<file path="config.mk">
export PLATFORM = sky130hd
export DESIGN_NAME = inline_command_tokenizer
export DESIGN_NICKNAME = d
export VERILOG_FILES = /design/src/rtl/core/ict_pkg.sv /design/src/rtl/core/ict_step.sv /design/src/rtl/core/inline_command_tokenizer.sv
export SDC_FILE = /design/constraint.sdc
export NUM_CORES = 1
export LEC_CHECK = 0
export BUFFER_PORTS_ARGS = -buffer_cell sky130_fd_sc_hd__buf_4
export CAP_MARGIN = 20
export CORE_MARGIN = 3
export CORE_UTILIZATION = 40
export CTS_CLUSTER_DIAMETER = 40
export DETAILED_ROUTE_END_ITERATION = 16
export PLACE_DENSITY = 0.59
export RECOVER_POWER = 25
export SYNTH_ARGS = -nofsm -noshare
export SYNTH_HDL_FRONTEND = slang
export SYNTH_SLANG_ARGS = --single-unit
</file>
<file path="constraint.sdc">
create_clock -name clk -period 3.4 [get_ports clk]
set_clock_uncertainty 0.2 [all_clocks]
set_input_delay 0.17 -clock clk [delete_from_list [all_inputs] [get_ports clk]]
set_output_delay 0.17 -clock clk [all_outputs]
set_load 0.03 [all_outputs]
</file>
<file path="src/rtl/core/ict_pkg.sv">
// ============================================================================
// ict_pkg - shared types and constants of the inline command tokenizer
// Character codes, parse modes, status codes and the structs that pass
// between the tokenizer step logic and the top level.
// ============================================================================
package ict_pkg;

    localparam int MAX_ARGS_DEF = 255;

    localparam logic [7:0] CH_NUL    = 8'h00;
    localparam logic [7:0] CH_TAB    = 8'h09;
    localparam logic [7:0] CH_LF     = 8'h0A;
    localparam logic [7:0] CH_VT     = 8'h0B;
    localparam logic [7:0] CH_FF     = 8'h0C;
    localparam logic [7:0] CH_CR     = 8'h0D;
    localparam logic [7:0] CH_SPACE  = 8'h20;
    localparam logic [7:0] CH_DQUOTE = 8'h22;
    localparam logic [7:0] CH_SQUOTE = 8'h27;
    localparam logic [7:0] CH_BSLASH = 8'h5C;

    typedef enum logic [1:0] {
        ST_OK         = 2'd0,
        ST_AFTER_TEXT = 2'd1,
        ST_UNTERM     = 2'd2,
        ST_TOO_MANY   = 2'd3
    } ict_status_t;

    typedef enum logic [5:0] {
        MODE_IDLE = 6'b000001,
        MODE_UNQ  = 6'b000010,
        MODE_DQ   = 6'b000100,
        MODE_SQ   = 6'b001000,
        MODE_AFTQ = 6'b010000,
        MODE_ERR  = 6'b100000
    } ict_mode_t;

    typedef struct packed {
        ict_mode_t   mode;
        logic        esc;
        logic [7:0]  arg_cnt;
        ict_status_t err;
    } ict_state_t;

    typedef struct packed {
        logic [7:0]  byte_out;
        logic        byte_valid;
        logic [7:0]  arg_index;
        logic        arg_end;
        logic        line_done;
        logic [7:0]  arg_total;
        ict_status_t status;
    } ict_result_t;

    localparam ict_state_t STATE_RESET = '{mode: MODE_IDLE, esc: 1'b0,
                                           arg_cnt: 8'd0, err: ST_OK};

endpackage

</file>
<file path="src/rtl/core/ict_step.sv">
// ============================================================================
// ict_step - per-byte tokenizer update
// Combinational next state and result for one byte of a command line.
// ============================================================================
module ict_step #(
    parameter int MAX_ARGS = ict_pkg::MAX_ARGS_DEF
) (
    input  ict_pkg::ict_state_t  cur,
    input  logic [7:0]           byte_in,
    input  logic                 last,
    output ict_pkg::ict_state_t  nxt,
    output ict_pkg::ict_result_t res
);

    localparam logic [7:0] MAX_CNT = 8'(MAX_ARGS);

    always_comb
    begin
        ict_pkg::ict_state_t ns;
        logic                eol;
        logic                ws;
        logic                valid;
        logic                aend;
        logic [7:0]          qch;

        ns    = cur;
        eol   = (byte_in == ict_pkg::CH_NUL) || last;
        ws    = byte_in inside {ict_pkg::CH_SPACE, ict_pkg::CH_TAB, ict_pkg::CH_LF,
                                ict_pkg::CH_VT, ict_pkg::CH_FF, ict_pkg::CH_CR};
        valid = 1'b0;
        aend  = 1'b0;
        qch   = (cur.mode == ict_pkg::MODE_DQ) ? ict_pkg::CH_DQUOTE : ict_pkg::CH_SQUOTE;

        case (cur.mode)
            ict_pkg::MODE_IDLE:
            begin
                if (byte_in == ict_pkg::CH_NUL || ws)
                begin
                    ns = cur;
                end
                else if (cur.arg_cnt >= MAX_CNT)
                begin
                    ns.err  = ict_pkg::ST_TOO_MANY;
                    ns.mode = ict_pkg::MODE_ERR;
                    ns.esc  = 1'b0;
                end
                else if (byte_in == ict_pkg::CH_DQUOTE)
                begin
                    ns.mode = ict_pkg::MODE_DQ;
                    ns.esc  = 1'b0;
                end
                else if (byte_in == ict_pkg::CH_SQUOTE)
                begin
                    ns.mode = ict_pkg::MODE_SQ;
                    ns.esc  = 1'b0;
                end
                else
                begin
                    ns.mode = ict_pkg::MODE_UNQ;
                    valid   = 1'b1;
                end
            end
            ict_pkg::MODE_UNQ:
            begin
                if (byte_in inside {ict_pkg::CH_NUL, ict_pkg::CH_SPACE, ict_pkg::CH_TAB,
                                    ict_pkg::CH_CR, ict_pkg::CH_LF})
                begin
                    aend       = 1'b1;
                    ns.arg_cnt = cur.arg_cnt + 8'd1;
                    ns.mode    = ict_pkg::MODE_IDLE;
                end
                else if (byte_in == ict_pkg::CH_DQUOTE)
                begin
                    ns.mode = ict_pkg::MODE_DQ;
                    ns.esc  = 1'b0;
                end
                else if (byte_in == ict_pkg::CH_SQUOTE)
                begin
                    ns.mode = ict_pkg::MODE_SQ;
                    ns.esc  = 1'b0;
                end
                else
                begin
                    valid = 1'b1;
                end
            end
            ict_pkg::MODE_DQ, ict_pkg::MODE_SQ:
            begin
                if (byte_in == ict_pkg::CH_NUL)
                begin
                    valid = 1'b0;
                end
                else if (byte_in == ict_pkg::CH_BSLASH)
                begin
                    ns.esc = ~cur.esc;
                    valid  = 1'b1;
                end
                else if (byte_in == qch && !cur.esc)
                begin
                    ns.mode = ict_pkg::MODE_AFTQ;
                end
                else
                begin
                    ns.esc = 1'b0;
                    valid  = 1'b1;
                end
            end
            ict_pkg::MODE_AFTQ:
            begin
                if (byte_in == ict_pkg::CH_NUL || ws)
                begin
                    aend       = 1'b1;
                    ns.arg_cnt = cur.arg_cnt + 8'd1;
                    ns.mode    = ict_pkg::MODE_IDLE;
                end
                else
                begin
                    ns.err  = ict_pkg::ST_AFTER_TEXT;
                    ns.mode = ict_pkg::MODE_ERR;
                    ns.esc  = 1'b0;
                end
            end
            default:
            begin
                ns = cur;
            end
        endcase

        // close an open argument or flag an open quote at end of line
        if (eol)
        begin
            if (ns.mode == ict_pkg::MODE_UNQ || ns.mode == ict_pkg::MODE_AFTQ)
            begin
                aend       = 1'b1;
                ns.arg_cnt = ns.arg_cnt + 8'd1;
            end
            else if (ns.mode == ict_pkg::MODE_DQ || ns.mode == ict_pkg::MODE_SQ)
            begin
                ns.err  = ict_pkg::ST_UNTERM;
                ns.mode = ict_pkg::MODE_ERR;
                ns.esc  = 1'b0;
            end
        end

        res.byte_out   = byte_in;
        res.byte_valid = valid;
        res.arg_index  = cur.arg_cnt;
        res.arg_end    = aend;
        res.line_done  = eol;
        res.arg_total  = ns.arg_cnt;
        res.status     = ns.err;

        nxt = eol ? ict_pkg::STATE_RESET : ns;
    end

endmodule

</file>
<file path="src/rtl/core/inline_command_tokenizer.sv">
// ============================================================================
// inline_command_tokenizer - splits a command line into arguments
// Byte-wide stream in, one annotated word out for every byte taken.
// ============================================================================
// Usage:
//   The slave channel (s_tvalid/s_tready/s_tdata/s_tlast) carries one byte of
//   the line per word; s_tlast marks the final byte, and a zero byte also ends
//   the line. The master channel returns exactly one word per input word, in
//   order: the byte, whether it is argument text, the argument index, an
//   end-of-argument mark, the completed-argument count and a status in tuser.
//   m_tlast marks the word that ends the line; parse state then returns to
//   idle with a zero argument count and status OK.
//   The byte lands in the input register on the accepting edge, and the step
//   logic fills the result register from it once that register is free.
//   Throughput is one byte per cycle while the receiver keeps up; the only
//   loop is the parse state register, updated by the combinational step logic.
//   When the receiver stalls, the result register holds its word; an empty
//   input register still takes one more byte, and once both registers hold
//   words s_tready drops in the same cycle as m_tready, so no word is lost.
//   Reset (rst_n low) empties both registers and clears parse state.
// ============================================================================
module inline_command_tokenizer #(
    parameter int MAX_ARGS = ict_pkg::MAX_ARGS_DEF
) (
    input  logic        clk,
    input  logic        rst_n,
    input  logic        s_tvalid,
    output logic        s_tready,
    input  logic [7:0]  s_tdata,   // [7:0] byte_in
    input  logic        s_tlast,   // last
    output logic        m_tvalid,
    input  logic        m_tready,
    output logic [31:0] m_tdata,   // [7:0] byte_out, [8] byte_valid, [16:9] arg_index,
                                   // [17] arg_end, [25:18] arg_total, [31:26] zero
    output logic [1:0]  m_tuser,   // [1:0] status
    output logic        m_tlast    // line_done
);

    logic                 in_valid_reg;
    logic [7:0]           in_byte_reg;
    logic                 in_last_reg;
    ict_pkg::ict_state_t  state_reg;
    ict_pkg::ict_state_t  state_next;
    logic                 out_valid_reg;
    ict_pkg::ict_result_t out_reg;
    ict_pkg::ict_result_t out_next;
    logic                 advance;

    // the result register frees up when empty or being drained
    assign advance  = !out_valid_reg || m_tready;
    assign s_tready = !in_valid_reg || advance;

    ict_step #(
        .MAX_ARGS (MAX_ARGS)
    ) u_step (
        .cur     (state_reg),
        .byte_in (in_byte_reg),
        .last    (in_last_reg),
        .nxt     (state_next),
        .res     (out_next)
    );

    // input register: take a byte whenever the slot is free or moving on
    always_ff @(posedge clk or negedge rst_n)
    begin
        if (!rst_n)
        begin
            in_valid_reg <= 1'b0;
        end
        else if (s_tready)
        begin
            in_valid_reg <= s_tvalid;
        end
    end

    always_ff @(posedge clk)
    begin
        if (s_tready && s_tvalid)
        begin
            in_byte_reg <= s_tdata;
            in_last_reg <= s_tlast;
        end
    end

    // advance parse state only when the byte moves into the result register
    always_ff @(posedge clk or negedge rst_n)
    begin
        if (!rst_n)
        begin
            state_reg     <= ict_pkg::STATE_RESET;
            out_valid_reg <= 1'b0;
        end
        else if (advance)
        begin
            out_valid_reg <= in_valid_reg;
            if (in_valid_reg)
            begin
                state_reg <= state_next;
            end
        end
    end

    always_ff @(posedge clk)
    begin
        if (advance && in_valid_reg)
        begin
            out_reg <= out_next;
        end
    end

    assign m_tvalid = out_valid_reg;
    assign m_tdata  = {6'd0, out_reg.arg_total, out_reg.arg_end, out_reg.arg_index,
                       out_reg.byte_valid, out_reg.byte_out};
    assign m_tuser  = out_reg.status;
    assign m_tlast  = out_reg.line_done;

endmodule

</file>
==> reports/summary.log <==
INFO  status         run_status=completed
INFO  critical_path  crit_path_launch=in_byte_reg[4]$_DFFE_PP_
INFO  cells_and_area layout_common_cells=53 x sky130_fd_sc_hd__buf_4, 38 x sky130_fd_sc_hd__edfxtp_1, 26 x sky130_fd_sc_hd__nand2_1
INFO  power_and_ir_drop ir_worst_vdd=0.3419mV
INFO  detailed_routing first_iter_violations=186
INFO  clock_network  clkLatencyLatePin=0.34ns
INFO  yosys          avgSynthCellArea=11.35um2
INFO  die            rows=30
INFO  cells_and_area mostFrequentLayoutCell=sky130_fd_sc_hd__buf_4
INFO  cells_and_area final_stage_net_count=347
INFO  sta            finalHoldViolations=0
INFO  cells_and_area multi_input_area=1231um2
INFO  cells_and_area insertedDiodeCount=0
INFO  clock_network  tritoncts=done
INFO  yosys          synth_area_leader_cell=sky130_fd_sc_hd__edfxtp_1
INFO  die            num_io_pins=50
INFO  critical_path  kind_of_capture_point_of_the_worst_setup_path=flip-flop
INFO  power_and_ir_drop clock_power_share=0.330
INFO  placement      place_congestion=0.9396
INFO  clock_network  ctsLongestPathBuffers=2
INFO  cells_and_area post-route-cell-area=3790um2
INFO  clock_network  worst_setup_hold_path_clk_slew=0.07ns
INFO  hold_path      min_from=state_reg[1]$_DFFE_PN0P_
INFO  yosys          synth_cell_types=65
INFO  yosys          synthesis.yosys.warnings=0
INFO  clock_network  tritoncts_num_sinks=57
INFO  critical_path  criticalPathCategory=flip-flop to flip-flop
INFO  sta            summed_negative_setup_slack_over_all_endpoints=0ns
INFO  detailed_routing detail_route.drc_violations=0
INFO  power_and_ir_drop total_power_divided_by_cell_area=543.5nW/um2
INFO  power_and_ir_drop netSwitchingFraction=0.3007
INFO  global_route   gr-usage-all-layers=0.1709
INFO  yosys          synth_sequential_area_ratio=0.5634
INFO  die            initial_core_util=0.4180
INFO  global_route   grt_pass1_vias=2200
INFO  cells_and_area flow.area_growth_from_synthesis=31.98%
INFO  yosys          number_of_synthesized_flops_with_an_enable_pin=38
INFO  placement      portBuffers=43
INFO  detailed_routing route.vias.total=2298
INFO  sta            grt_setup_unrepaired=false
INFO  detailed_routing post_drt_via_cell_ratio=5.307
INFO  cells_and_area filler_cell_count=602
INFO  die            die-height=90.73um
INFO  hold_path      hold_class=flip-flop to flip-flop
INFO  yosys          postSynthCellCount=253
INFO  sta            final_period_minus_worst_setup_slack=3.254ns
INFO  detailed_routing routed_wl=6621um
INFO  placement      preCtsSetupSlack=0.1015ns
INFO  power_and_ir_drop internal_power=1.440mW
INFO  global_route   antenna_found_initial=0
INFO  clock_network  ctsRootBufferMaster=sky130_fd_sc_hd__clkbuf_8
INFO  sta            hold_ws=0.3003ns
INFO  power_and_ir_drop seqPwrFrac=0.420
INFO  placement      placed_area=3371um2
INFO  yosys          syn_area=2872um2
INFO  clock_network  cts-buffers-inserted=9
INFO  critical_path  crit_fanout=9
INFO  sta            max_slew_margin=0.1916
INFO  yosys          synthArstFlopShare=0.3333
INFO  sta            ratio_of_final_minimum_period_to_clock_period=0.9571
INFO  cells_and_area area.sequential=1618um2
INFO  cells_and_area drive_above_1_share=0.2671
INFO  sta            achievable_clock_frequency=307.3MHz
INFO  detailed_routing detail_route.wl_per_cell=15.29um
INFO  global_route   grt_overflow=0
INFO  detailed_routing dr.pass1.iters=4
INFO  yosys          synth_largest_type_area_fraction=0.3974
INFO  sta            timing.final.max_slew_violations=0
INFO  yosys          dominantRegCellSynth=sky130_fd_sc_hd__edfxtp_1
INFO  sta            worst_pin_slew=1.213ns
INFO  sta            setup_viol_count_final=0
INFO  cells_and_area largest_register_ffs=26
INFO  critical_path  cp.arrival=3.14ns
INFO  critical_path  crit_path_start_kind=flip-flop
INFO  die            coreArea=6869um2
INFO  critical_path  reg2reg_setup_slack=0.15ns
INFO  flow_run       maxCapViolations=0
INFO  power_and_ir_drop static-leakage-power=1.517nW
INFO  global_route   pin_count_of_the_biggest_net_entering_global_routing=28
INFO  placement      detailedPlacementHpwl=4520um
INFO  global_route   grt_pass1_wl=11100um
INFO  power_and_ir_drop power.share.combinational=0.250
INFO  yosys          synth.top_cells.by_area=sky130_fd_sc_hd__edfxtp_1 40%, sky130_fd_sc_hd__dfrtp_1 16%, sky130_fd_sc_hd__nand2_1 3.4%
INFO  die            die_area=8231um2
INFO  clock_network  htree_num_levels=3
INFO  critical_path  cp_data_required_time=3.29ns
INFO  critical_path  reg_to_reg_startpoint=in_byte_reg[4]$_DFFE_PP_
INFO  power_and_ir_drop power.net_switching=0.6193mW
INFO  detailed_routing drt.antenna.violating_nets=0
INFO  die            horiz_die_dim=90.73um
INFO  yosys          number_of_register_bits_inferred_by_synthesis=57
INFO  sta            setup_ws_final=0.1458ns
[power by group through the flow]
stage | logic, mW | registers, mW | clock network (mW)
6_report | 0.515 | 0.864 | 0.680
2_1_floorplan | 0.247 | 0.931 | 0
3_5_place_dp | 0.474 | 0.875 | 0
5_1_grt | 0.553 | 0.874 | 0.729
4_1_cts | 0.491 | 0.862 | 0.694
3_3_place_gp | 0.479 | 0.874 | 0
[worst paths after layout]
check	end	cells past startpoint
worst min register to register	state_reg[1]$_DFFE_PN0P_	1
worst max-delay path	m_tdata[19]$_DFFE_PP_	8
min in group asynchronous	state_reg[10]$_DFFE_PN0P_	2
worst min-delay path	state_reg[1]$_DFFE_PN0P_	1
max in group asynchronous	m_tvalid$_DFFE_PN0P_	2
worst max register to register	m_tdata[19]$_DFFE_PP_	8
[final cells by class]
cell class	instances	share of cell area
flip-flops and latches	57	0.4269
multi-input cells	184	0.3249
repair buffers	75	0.1562
clock buffers	10	0.03367
well taps	96	0.03169
clock inverters	6	0.02179
inverters	5	0.004952
[metal layers]
| layer | track usage | vias to the layer above | part of all wire |
|---|---|---|---|
| met4 | 0.06505 | 0 | 0.020 |
| met1 | 0.2397 | 1089 | 0.45 |
| met5 | 0 | - | 0 |
| li1 | - | 1108 | - |
| met3 | 0.05000 | 9 | 0.080 |
| met2 | 0.2489 | 92 | 0.45 |
[through the flow]
stage / util / power (mW) / std cells
after floorplan: - / 1.179 / 258
after global placement: 0.4907 / 1.353 / 400
after detailed placement: 0.4907 / 1.349 / 400
after CTS: 0.5403 / 2.046 / 429
after global routing: 0.5517 / 2.155 / 433
final: 0.5517 / 2.060 / 433
[synth_stat cells, types with 2 or more instances]
cell type and number:
sky130_fd_sc_hd__inv_1 4, sky130_fd_sc_hd__nor3b_1 2, sky130_fd_sc_hd__ha_1 2, sky130_fd_sc_hd__a311oi_1 2
sky130_fd_sc_hd__nor4bb_1 2, sky130_fd_sc_hd__or3_1 4, sky130_fd_sc_hd__and3_1 2, sky130_fd_sc_hd__and4_1 3
sky130_fd_sc_hd__a41oi_1 2, sky130_fd_sc_hd__a211oi_1 3, sky130_fd_sc_hd__xor2_1 7, sky130_fd_sc_hd__nor3_1 4
sky130_fd_sc_hd__nand3_1 8, sky130_fd_sc_hd__clkbuf_1 5, sky130_fd_sc_hd__o21ai_0 15, sky130_fd_sc_hd__nand2b_1 6
sky130_fd_sc_hd__o31ai_1 2, sky130_fd_sc_hd__xnor2_1 6, sky130_fd_sc_hd__nor2b_1 9, sky130_fd_sc_hd__nand4_1 4
sky130_fd_sc_hd__nor2_1 12, sky130_fd_sc_hd__o22ai_1 2, sky130_fd_sc_hd__and2_1 4, sky130_fd_sc_hd__dfrtp_1 18
sky130_fd_sc_hd__edfxtp_1 38, sky130_fd_sc_hd__a21oi_1 14, sky130_fd_sc_hd__a21o_1 2, sky130_fd_sc_hd__o21bai_1 2
sky130_fd_sc_hd__buf_4 6, sky130_fd_sc_hd__nand2_1 26, sky130_fd_sc_hd__nor4_1 3
[kinds of logic (layout without fill, tap and decap cells)]
kind of cell	Yosys count	count (layout)	share of synthesized area
AND/OR/NAND/NOR	101	101	0.2044
buffers and inverters	17	96	0.03268
adder cells (fa/ha/maj)	2	2	0.008713
AO/OA/AOI/OAI	60	60	0.1425
XOR/XNOR	13	13	0.03965
flip-flops	57	57	0.5634
other	1	6	0.001306
multiplexers	2	2	0.007407
[repair_timing]
item | in CTS | in global routing
setup endpoints to repair | 0 | 7
setup buffers | 0 | 4
gates resized for setup | 0 | 8
hold endpoints to repair | 30 | 0
hold buffers | 13 | 0
[worst max-delay path, cell delays in order, from the launching register on]
cell	delay, ns
sky130_fd_sc_hd__edfxtp_1	0.44
sky130_fd_sc_hd__or3_4	0.45
sky130_fd_sc_hd__nor3_4	0.22
sky130_fd_sc_hd__nor2_2	0.08
sky130_fd_sc_hd__or3_1	0.34
sky130_fd_sc_hd__a2111o_1	0.44
sky130_fd_sc_hd__nor4_4	0.28
sky130_fd_sc_hd__buf_4	0.21
sky130_fd_sc_hd__mux2_1	0.32
Power figures use the tool's default switching activity.
